`src/rtl/plid_pkg.sv`:
```
package plid_pkg;

    localparam int CAPACITY = 16;
    localparam int CNT_W    = $clog2(CAPACITY + 1);
    localparam int IDX_W    = $clog2(CAPACITY);
    localparam int CMP_W    = 9;

    localparam logic [1:0] CMD_INSERT = 2'd0;
    localparam logic [1:0] CMD_DELETE = 2'd1;
    localparam logic [1:0] CMD_LIST   = 2'd2;

    localparam logic [1:0] STS_OK        = 2'd0;
    localparam logic [1:0] STS_NOT_FOUND = 2'd1;
    localparam logic [1:0] STS_FULL      = 2'd2;
    localparam logic [1:0] STS_EMPTY     = 2'd3;

    typedef struct packed {
        logic [1:0]         command;
        logic signed [31:0] value;
        logic [7:0]         position;
    } req_t;

    typedef struct packed {
        logic [1:0]         status;
        logic signed [31:0] entry_value;
        logic [4:0]         entry_count;
        logic               last_result;
    } rsp_t;

    typedef enum logic [1:0] {
        ST_IDLE,
        ST_SINGLE,
        ST_LIST
    } state_t;

    typedef struct packed {
        logic load_op;
        logic load_next;
    } dp_cmd_t;

    typedef struct packed {
        logic empty;
        logic last;
    } dp_sts_t;

endpackage

```
`src/rtl/positional_list_insert_delete.sv`:
```
// Ordered list of up to 16 signed 32-bit entries held in a row of shift cells.
// Insert and delete shift cells in parallel in the accept cycle and give one
// result transaction in the next cycle; a new command is taken in the same cycle
// that result is taken, so these run at one command every cycle when the output
// side does not stall. List out gives one result per held entry, one per cycle
// unless stalled, the last marked by last_result; no command is taken until the
// final entry has gone. Command code three is taken and causes no result.
module positional_list_insert_delete (
    input  logic           clk,
    input  logic           rst_n,
    input  logic           req_valid,
    output logic           req_stall,
    input  plid_pkg::req_t req,
    output logic           rsp_valid,
    input  logic           rsp_stall,
    output plid_pkg::rsp_t rsp
);
    import plid_pkg::*;

    dp_cmd_t cmd;
    dp_sts_t sts;

    plid_ctrl u_ctrl (
        .clk         (clk),
        .rst_n       (rst_n),
        .req_valid   (req_valid),
        .req_stall   (req_stall),
        .req_command (req.command),
        .rsp_valid   (rsp_valid),
        .rsp_stall   (rsp_stall),
        .sts         (sts),
        .cmd         (cmd)
    );

    plid_dp u_dp (
        .clk   (clk),
        .rst_n (rst_n),
        .req   (req),
        .cmd   (cmd),
        .sts   (sts),
        .rsp   (rsp)
    );

endmodule

```
`src/rtl/plid_ctrl.sv`:
```
module plid_ctrl (
    input  logic              clk,
    input  logic              rst_n,
    input  logic              req_valid,
    output logic              req_stall,
    input  logic [1:0]        req_command,
    output logic              rsp_valid,
    input  logic              rsp_stall,
    input  plid_pkg::dp_sts_t sts,
    output plid_pkg::dp_cmd_t cmd
);
    import plid_pkg::*;

    state_t state_reg;
    state_t state_next;
    logic   take;
    logic   accept;

    assign take   = (state_reg == ST_IDLE) || (state_reg == ST_SINGLE && !rsp_stall);
    assign accept = req_valid && take;

    always_comb
    begin
        state_next = state_reg;
        if (accept)
        begin
            case (req_command)
                CMD_INSERT, CMD_DELETE: state_next = ST_SINGLE;
                CMD_LIST:               state_next = sts.empty ? ST_SINGLE : ST_LIST;
                default:                state_next = ST_IDLE;
            endcase
        end
        else
        begin
            case (state_reg)
                ST_SINGLE:
                begin
                    if (!rsp_stall)
                        state_next = ST_IDLE;
                end
                ST_LIST:
                begin
                    if (!rsp_stall && sts.last)
                        state_next = ST_IDLE;
                end
                default: state_next = state_reg;
            endcase
        end
    end

    always_comb
    begin
        req_stall     = !take;
        rsp_valid     = (state_reg != ST_IDLE);
        cmd.load_op   = accept;
        cmd.load_next = (state_reg == ST_LIST) && !rsp_stall && !sts.last;
    end

    always_ff @(posedge clk or negedge rst_n)
    begin
        if (!rst_n)
            state_reg <= ST_IDLE;
        else
            state_reg <= state_next;
    end

`ifndef ASSERT_OFF
    a_no_dual_load: assert property (@(posedge clk) disable iff (!rst_n)
        !(cmd.load_op && cmd.load_next))
        else $error("new transaction loaded during list stream");

    a_list_nonempty: assert property (@(posedge clk) disable iff (!rst_n)
        (state_reg == ST_LIST) |-> !sts.empty)
        else $error("list stream with empty list");

    a_list_entry: assert property (@(posedge clk) disable iff (!rst_n)
        (accept && req_command == CMD_LIST && !sts.empty) |=> (state_reg == ST_LIST))
        else $error("list command did not start stream");
`endif

endmodule

```
`src/rtl/plid_dp.sv`:
```
module plid_dp (
    input  logic              clk,
    input  logic              rst_n,
    input  plid_pkg::req_t    req,
    input  plid_pkg::dp_cmd_t cmd,
    output plid_pkg::dp_sts_t sts,
    output plid_pkg::rsp_t    rsp
);
    import plid_pkg::*;

    logic signed [31:0] cells_reg [CAPACITY];
    logic signed [31:0] cells_next [CAPACITY];
    logic signed [31:0] up [CAPACITY];
    logic signed [31:0] down [CAPACITY];
    logic [CNT_W-1:0]   count_reg;
    logic [CNT_W-1:0]   count_next;
    logic [IDX_W-1:0]   idx_reg;
    logic [IDX_W-1:0]   idx_next;
    rsp_t               rsp_reg;
    rsp_t               rsp_next;

    logic [CMP_W-1:0]   pos_w;
    logic [CMP_W-1:0]   cnt_w;
    logic [CMP_W-1:0]   ins_slot;
    logic [CMP_W-1:0]   del_slot;
    logic               empty;
    logic               full;
    logic               del_ok;

    assign pos_w    = {1'b0, req.position};
    assign cnt_w    = CMP_W'(count_reg);
    assign empty    = (count_reg == '0);
    assign full     = (count_reg == CNT_W'(CAPACITY));
    assign del_ok   = !empty && (req.position != '0) && (pos_w <= cnt_w);
    assign del_slot = pos_w - CMP_W'(1);

    always_comb
    begin
        if (pos_w <= CMP_W'(1))
            ins_slot = '0;
        else if (pos_w - CMP_W'(1) >= cnt_w)
            ins_slot = cnt_w;
        else
            ins_slot = pos_w - CMP_W'(1);
    end

    // neighbour taps for the parallel shift
    always_comb
    begin
        up[0]            = cells_reg[0];
        down[CAPACITY-1] = cells_reg[CAPACITY-1];
        for (int i = 1; i < CAPACITY; i++)
            up[i] = cells_reg[i-1];
        for (int i = 0; i < CAPACITY - 1; i++)
            down[i] = cells_reg[i+1];
    end

    always_comb
    begin
        cells_next = cells_reg;
        count_next = count_reg;
        idx_next   = idx_reg;
        rsp_next   = rsp_reg;

        if (cmd.load_op)
        begin
            rsp_next.status      = STS_OK;
            rsp_next.entry_value = '0;
            rsp_next.last_result = 1'b1;
            case (req.command)
                CMD_INSERT:
                begin
                    if (full)
                        rsp_next.status = STS_FULL;
                    else
                    begin
                        for (int i = 0; i < CAPACITY; i++)
                        begin
                            if (CMP_W'(i) == ins_slot)
                                cells_next[i] = req.value;
                            else if (CMP_W'(i) > ins_slot)
                                cells_next[i] = up[i];
                        end
                        count_next = count_reg + CNT_W'(1);
                    end
                end
                CMD_DELETE:
                begin
                    if (empty)
                        rsp_next.status = STS_EMPTY;
                    else if (!del_ok)
                        rsp_next.status = STS_NOT_FOUND;
                    else
                    begin
                        for (int i = 0; i < CAPACITY; i++)
                        begin
                            if (CMP_W'(i) >= del_slot)
                                cells_next[i] = down[i];
                        end
                        count_next = count_reg - CNT_W'(1);
                    end
                end
                CMD_LIST:
                begin
                    if (empty)
                        rsp_next.status = STS_EMPTY;
                    else
                    begin
                        rsp_next.entry_value = cells_reg[0];
                        rsp_next.last_result = (count_reg == CNT_W'(1));
                        idx_next             = IDX_W'(1);
                    end
                end
                default:
                begin
                    rsp_next = rsp_reg;
                end
            endcase
            rsp_next.entry_count = 5'(count_next);
        end
        else if (cmd.load_next)
        begin
            rsp_next.entry_value = cells_reg[idx_reg];
            rsp_next.last_result = (CMP_W'(idx_reg) + CMP_W'(1) == cnt_w);
            idx_next             = idx_reg + IDX_W'(1);
        end
    end

    always_ff @(posedge clk or negedge rst_n)
    begin
        if (!rst_n)
        begin
            count_reg <= '0;
            idx_reg   <= '0;
        end
        else
        begin
            count_reg <= count_next;
            idx_reg   <= idx_next;
        end
    end

    always_ff @(posedge clk)
    begin
        cells_reg <= cells_next;
        rsp_reg   <= rsp_next;
    end

    assign sts.empty = empty;
    assign sts.last  = rsp_reg.last_result;
    assign rsp       = rsp_reg;

`ifndef ASSERT_OFF
    a_count_range: assert property (@(posedge clk) disable iff (!rst_n)
        count_reg <= CNT_W'(CAPACITY))
        else $error("entry count beyond capacity");

    a_stream_idx: assert property (@(posedge clk) disable iff (!rst_n)
        cmd.load_next |-> (CMP_W'(idx_reg) < cnt_w))
        else $error("list stream index past end of list");
`endif

endmodule

```
`config.mk`:
```
export PLATFORM = sky130hd
export DESIGN_NAME = positional_list_insert_delete
export DESIGN_NICKNAME = d
export VERILOG_FILES = /design/src/rtl/plid_pkg.sv /design/src/rtl/positional_list_insert_delete.sv /design/src/rtl/plid_ctrl.sv /design/src/rtl/plid_dp.sv
export SDC_FILE = /design/constraint.sdc
export NUM_CORES = 2
export LEC_CHECK = 0
export ABC_AREA = 1
export BUFFER_PORTS_ARGS = -buffer_cell sky130_fd_sc_hd__buf_2
export CAP_MARGIN = 20
export CORE_ASPECT_RATIO = 0.6
export CORE_MARGIN = 1.5
export CORE_UTILIZATION = 45
export CTS_CLUSTER_SIZE = 8
export DETAILED_ROUTE_END_ITERATION = 8
export SYNTH_ARGS = -nofsm -noshare
export SYNTH_HDL_FRONTEND = slang
export SYNTH_SLANG_ARGS = --single-unit
```
`constraint.sdc`:
```
create_clock -name clk -period 14.2 [get_ports clk]
set_clock_uncertainty 0.2 [all_clocks]
set_input_delay 1.42 -clock clk [delete_from_list [all_inputs] [get_ports clk]]
set_output_delay 1.42 -clock clk [all_outputs]
set_load 0.02 [all_outputs]
```
==> Yosys cells after proc, flatten, opt, wreduce, memory -nomap -nowiden <==
Cells that the tools add are included.
{ "totals": {"wordCells": 251, "ff_bits": 563} }
{ "classes": {"mux": 82, "eq_ne": 60, "n_bitwise": 3, "n_lt_le_gt_ge": 34, "reduce_logical": 44, "add_sub_neg": 5} }
{ "ops": {"columns": ["op", "count"], "rows": [
  ["$mux 32", 51],
  ["$mux 512", 3],
  ["$pmux 512 s2", 1],
  ["$bmux 32 s4", 1],
  ["$reduce_and 7->1", 15],
  ["$eq 4x9->1 const A", 8],
  ["$gt 4x9->1 const A", 8],
  ["$pmux 32 s2", 1],
  ["$ge 4x9->1 const A", 7],
  ["$ne 3x1->1 const B", 15],
  ["$eq 3x9->1 const A", 4],
  ["$ge 3x9->1 const A", 4],
  ["$gt 3x9->1 const A", 4],
  ["$ne 2x1->1 const B", 17],
  ["$eq 2x9->1 const A", 2],
  ["$ge 1x9->1 const A", 2],
  ["$ge 2x9->1 const A", 2],
  ["$gt 2x9->1 const A", 2],
  ["$mux 9", 2],
  ["$mux 4", 4],
  ["$mux 5", 3],
  ["$mux 2", 7],
  ["$pmux 5 s2", 1],
  ["$eq 1x9->1 const A", 1],
  ["other kinds (37)", 63]
]} }

==> Longest topological paths before layout <==
{ "depth": {"ltp_word": 9, "depth_mapped": 23} }

==> Cells and area by module <==
A second synthesis with hierarchy kept.
{ "unflattened": {"cells_unflattened": 5063, "area_unflattened_um2": 36581.3} }
{ "by_module_without_submodules": {"columns": ["module", "instances", "area_per_inst_um2", "cells_each"], "rows": [
  ["plid_dp", 1, 36433.7, 5041],
  ["plid_ctrl", 1, 147.6, 22]
]} }

==> Worst setup path after synthesis <==
Ideal clock, no wire load.
{ "synth_path": {"path_kind": "input port to flip-flop", "start": "input req[0] (netlist name)", "end": "register u_dp.cells_reg[100] (netlist name), enable pin", "path_stages": 21, "n_path_buf": 2, "arrival_ns": 6.374, "setup_time_ns": 0.461, "slack_ns": 7.165, "path_cell_list": "inv_2 > buf_2 > ha_1 > or2_2 > nand2_1 > inv_1 > ha_1 > a21oi_1 > nand2_1 > nand2_1 > nand2_1 > a21oi_2 > nand2_2 > nand2_1 > nand3_4 > clkinv_2 > nand2_2 > nor2_2 > buf_4 > nor2_1 > nor3_1"} }
{ "synth_between": {"elab_chain_len": 7, "word_cells_on_any_way": 16, "cone_classes": "add/sub: 1; order compare: 5; eq/ne: 4; mux: 2; reduce/logical: 4"} }
{ "synth_rtl": {"columns": ["item", "line", "text"], "rows": [
  ["from (decl)", "positional_list_insert_delete.sv:13", "input plid_pkg::req_t req,"],
  ["$sub 8x1->9", "plid_dp.sv:35, plid_dp.sv:41, plid_dp.sv:44", null],
  ["$ge 9x5->1", "plid_dp.sv:41", "else if (pos_w - CMP_W'(1) >= cnt_w)"],
  ["$mux 9", "plid_dp.sv:41", null],
  ["$mux 9", "plid_dp.sv:39", "if (pos_w <= CMP_W'(1))"],
  ["$gt 4x9->1 or $eq 4x9->1 (tied branches)", "plid_dp.sv:81, plid_dp.sv:79", null],
  ["$ne 3x1->1 (no source line)", null, null],
  ["$reduce_and 7->1 (no source line) (*)", null, null],
  ["to (signal assigned)", "plid_dp.sv:145", "cells_reg <= cells_next;"],
  ["to (decl)", "plid_dp.sv:11", "logic signed [31:0] cells_reg [CAPACITY];"]
]} }
Every way passes the cells marked *; elsewhere a longest branch is shown, timed or not.
A chain may end at the register's enable or synchronous reset.

==> Worst setup path after layout <==
{ "layout_path": {"start": "input req[0] (netlist name)", "end": "register u_dp.cells_reg[35] (netlist name), enable pin"} }
The elaborated chain is that of the path after synthesis.

==> key figures <==
Synth
  – Main combinational cell family by area after synthesis: simple AND/OR/NAND/NOR gates
  – Gate Count Post-Synth: 4952
  – Post-synthesis async set-or-reset flop share: 0.01954
  – Post-Syn Area: roughly 36000 um2
  – Synthesized net count: ~5000
  – Simple-gate share of the synthesized area: 0.3323
  – XOR/XNOR share of the synthesized area: 0.001699
  – Adder-cell area share of the yosys netlist: 0.009363
  – Synth Area in Compound Gates: 0.09203
  – Synth cell types: 41
  – Sequential area share after synthesis: 0.4670
  – Area contributors post-synth: edfxtp_1 46%, nand2_1 21%, nand3_1 9.4%, inv_1 5.6%, o21ai_0 3.5%
  – Post-synth top area share: 0.4594
  – Post-synth top area cell: edfxtp_1
  – Mean post-synth cell area: about 7.3 um2
  – Register bit total from synthesis: around 560
  – EDFF count, synth: approximately 550
  – Yosys Warn Count: 0
  – Mux contribution to synthesized area: 0
  – Synth Flop Type: edfxtp_1

Route
  – WL final: about 130 mm
  – Via count: 33810
  – Post-route DRC: 0
  – WL/cell: roughly 22 um
  – 1st-iter DRT viols: 6011
  – DRT antenna net count: 0
  – 1st-pass router iterations: 6
  – DR vias/cell: around 5.7

STA
  – Fmax: ~0.16 GHz
  – Setup violators final: 0
  – Fin crit period: around 6.3 ns
  – Fin. Hold Viols: 0
  – Worst-Margin Slew: 1.286 ns
  – Max-slew violations: 0
  – Final period util: 0.4405
  – Setup TNS: 0 ns
  – RSZ-0062 raised after global routing: false
  – Slew headroom: 0.1375

Final layout
  – Max reg flops: 512
  – Ratio of cells with drive above 1 in the final layout: 0.06447
  – Layout Nets: 4908
  – Fin cells: between 5000 and 6000
  – Antenna fix cells: 0
  – Area delta synth->final: 9.210%
  – Fillers: around 8000

GRT
  – Global Route Usage Sum: 0.3210
  – Largest net degree at the start of global routing: roughly 220
  – First-pass GRT wire length: 198.9 mm
  – Vias in the first global route: between 20000 and 30000
  – Final global-route overflow total: 0
  – Initial antenna violation count: 2

Setup path
  – Crit-path cells: buf_2 -> inv_2 -> ha_1 -> or2_2 -> nand2_1 -> inv_1 -> ha_1 -> a21oi_1 -> nand2_1 -> nand2_1 -> nand2_1 -> a21oi_2 -> nand3_1 -> nand3_4 -> nand3_2 -> inv_2 -> nand2_2 -> nand3_1 -> nand2_1 -> inv_1 -> buf_4
  – Worst path most repeated cell: nand2_1
  – R2R setup slack: 9.03 ns
  – Arrival time of the worst setup path: 6.33 ns
  – Worst R2R End: u_dp.cells_reg[35]
  – CP Buf/Inv Count: 6
  – Critical path's top delay family: simple AND/OR/NAND/NOR gates
  – Crit path max-delay cell type: nand2_2
  – Crit path max fanout: 33
  – CP Launch Type: primary input
  – Crit end category: flip-flop
  – Worst r2r src: u_dp.count_reg[2]
  – Crit path required time: about 14 ns
  – R2R depth: 16
  – CP peak stage delay: 0.56 ns
  – Critical path class: in -> reg

Floorplan
  – Die area: slightly above 80000 um2
  – Die Wd: between 300 and 400 um
  – FP Rows: 80
  – Ports: 88
  – Starting density of the core: 0.4546
  – Placeable Area: between 70000 and 80000 um2
  – Die H: 222.3 um

CTS
  – PostCTS Resize Cnt: 0
  – Quantity of hold-fixing buffers added after cts: 0
  – H-Tree Depth: 3
  – CTS clk-pin slew, worst paths: roughly 0.050 ns
  – Clock Sinks: 563
  – Root Buffer: clkbuf_16
  – CTS Buf Count: 80
  – CTS tree: yes
  – Clock latency at the later pin of the worst-skew pair: 0.66 ns
  – Longest Clk Path Bufs: 3
  – Postcts setup bufs: 0

Worst hold path
  – HP Start: u_dp.cells_reg[171]
  – Hold crit path type: reg -> reg
  – Worst Hold Endpoint: u_dp.cells_reg[203]
  – Hold path depth: 2

Power
  – P_leak: 17.97 nW
  – Power density over the cells: ~180 nW/um2
  – Peak VDD IR: about 0.00011 V

Placement
  – Cells after DPL: between 5000 and 6000
  – Routability cong.: ~0.93
  – Final HPWL DP: ~86 mm
  – PortBufs: between 80 and 90

Run status
  – Status: finished clean

Run
  – Max-Cap Viols: 0
## metal layers
| layer | up-vias | GRT usage | wire length, um |
|---|---|---|---|
| met2 | 2240 | 0.3494 | 43540 |
| met5 | - | 0 | 13 |
| li1 | 15940 | - | - |
| met4 | 2 | 0.04845 | 1511 |
| met1 | 15520 | 0.5332 | 63530 |
| met3 | 106 | 0.1616 | 24130 |
## worst max-delay path by stage
stage                      start                  end  slack, ns  depth (start not counted)
after global placement    req[0]  u_dp.cells_reg[298]       6.88                         19
final                     req[0]   u_dp.cells_reg[35]       7.95                         21
after CTS                 req[0]   u_dp.cells_reg[41]       8.07                         21
after detailed placement  req[0]   u_dp.cells_reg[39]       7.38                         21
after floorplan           req[0]  u_dp.cells_reg[100]       7.16                         21
after global routing      req[0]   u_dp.cells_reg[41]       7.65                         21
## metrics by stage
step | utilization | setup WS (ns) | instance area [um2] | hold WS (ns) | total power [mW]
after floorplan | - | 7.165 | 36080 | 0.3170 | 4.064
after global placement | 0.4666 | 6.881 | 37040 | 0.3228 | 5.157
after detailed placement | 0.4679 | 7.383 | 37140 | 0.3261 | 5.197
after CTS | 0.4950 | 8.067 | 39290 | 0.3315 | 6.967
after global routing | 0.4964 | 7.649 | 39400 | 0.3599 | 7.441
final | 0.4964 | 7.946 | 39400 | 0.3298 | 7.134
## tightest hold or removal path, delay by kind of cell (launching register included)
kind,cells,cell delay (ns)
DFF,1,0.34
and+or+nand+nor,2,0.10
## kinds of logic after synthesis
group | Yosys count
adders and majority gates | 27
xor gates and xnor gates | 7
DFF | 563
buffers and inverters | 905
AOI/OAI and AO/OA | 547
and+or+nand+nor | 2903
## cell usage after synthesis (33+ instances only)
| library cell | n |
|---|---|
| buf_2 | 85 |
| clkbuf_1 | 239 |
| o21ai_0 | 249 |
| edfxtp_1 | 552 |
| nand2_1 | 2048 |
| nor2_1 | 101 |
| o211ai_1 | 67 |
| buf_1 | 33 |
| nand4_1 | 37 |
| inv_1 | 534 |
| a21oi_1 | 115 |
| nand3_1 | 678 |
## layout by cell type (no fill, tap or decap), drive strengths merged
| master | Yosys | routed |
|---|---|---|
| nand2 | 2052 | 2052 |
| nand3 | 683 | 683 |
| edfxtp | 552 | 552 |
| inv | 541 | 546 |
| o21ai | 251 | 251 |
| buf | 122 | 153 |
| nor2 | 119 | 119 |
| a21oi | 116 | 116 |
| clkbuf | 239 | 106 |
| o211ai | 67 | 67 |
| nand4 | 37 | 37 |
| a211oi | 32 | 32 |
| a221oi | 32 | 32 |
| a221o | 32 | 32 |
| ha | 27 | 27 |
| dfrtp | 11 | 11 |
| nor3 | 11 | 11 |
| o22ai | 5 | 5 |
| xor2 | 5 | 5 |
| o21bai | 3 | 3 |
| a31oi | 3 | 3 |
| xnor2 | 2 | 2 |
| clkinv | 3 | 2 |
| a22oi | 2 | 2 |
| or2 | 1 | 1 |
| a311oi | 1 | 1 |
| a21boi | 1 | 1 |
| o221ai | 1 | 1 |
| a2111oi | 1 | 1 |
| bufinv | 0 | 1 |
## final cells by class
cell class / instances / area (um2) / share of cell area
repair buffers: 162 / 1134 / 0.02877
multi-input cells: 3484 / 15880 / 0.4029
clock buffers: 97 / 2087 / 0.05296
well taps: 1066 / 1334 / 0.03385
inverters: 544 / 2051 / 0.05204
clock inverters: 5 / 65.06 / 0.001651
flip-flops and latches: 563 / 16860 / 0.4278
## report_power, final
group | internal (mW) | total (mW) | switching (mW)
Sequential | 2.19 | 2.38 | 0.195
Clock | 1.03 | 1.78 | 0.741
Combinational | 0.736 | 2.98 | 2.24
Total | 3.96 | 7.13 | 3.18
Note: power is estimated with default switching activity, not from simulation.
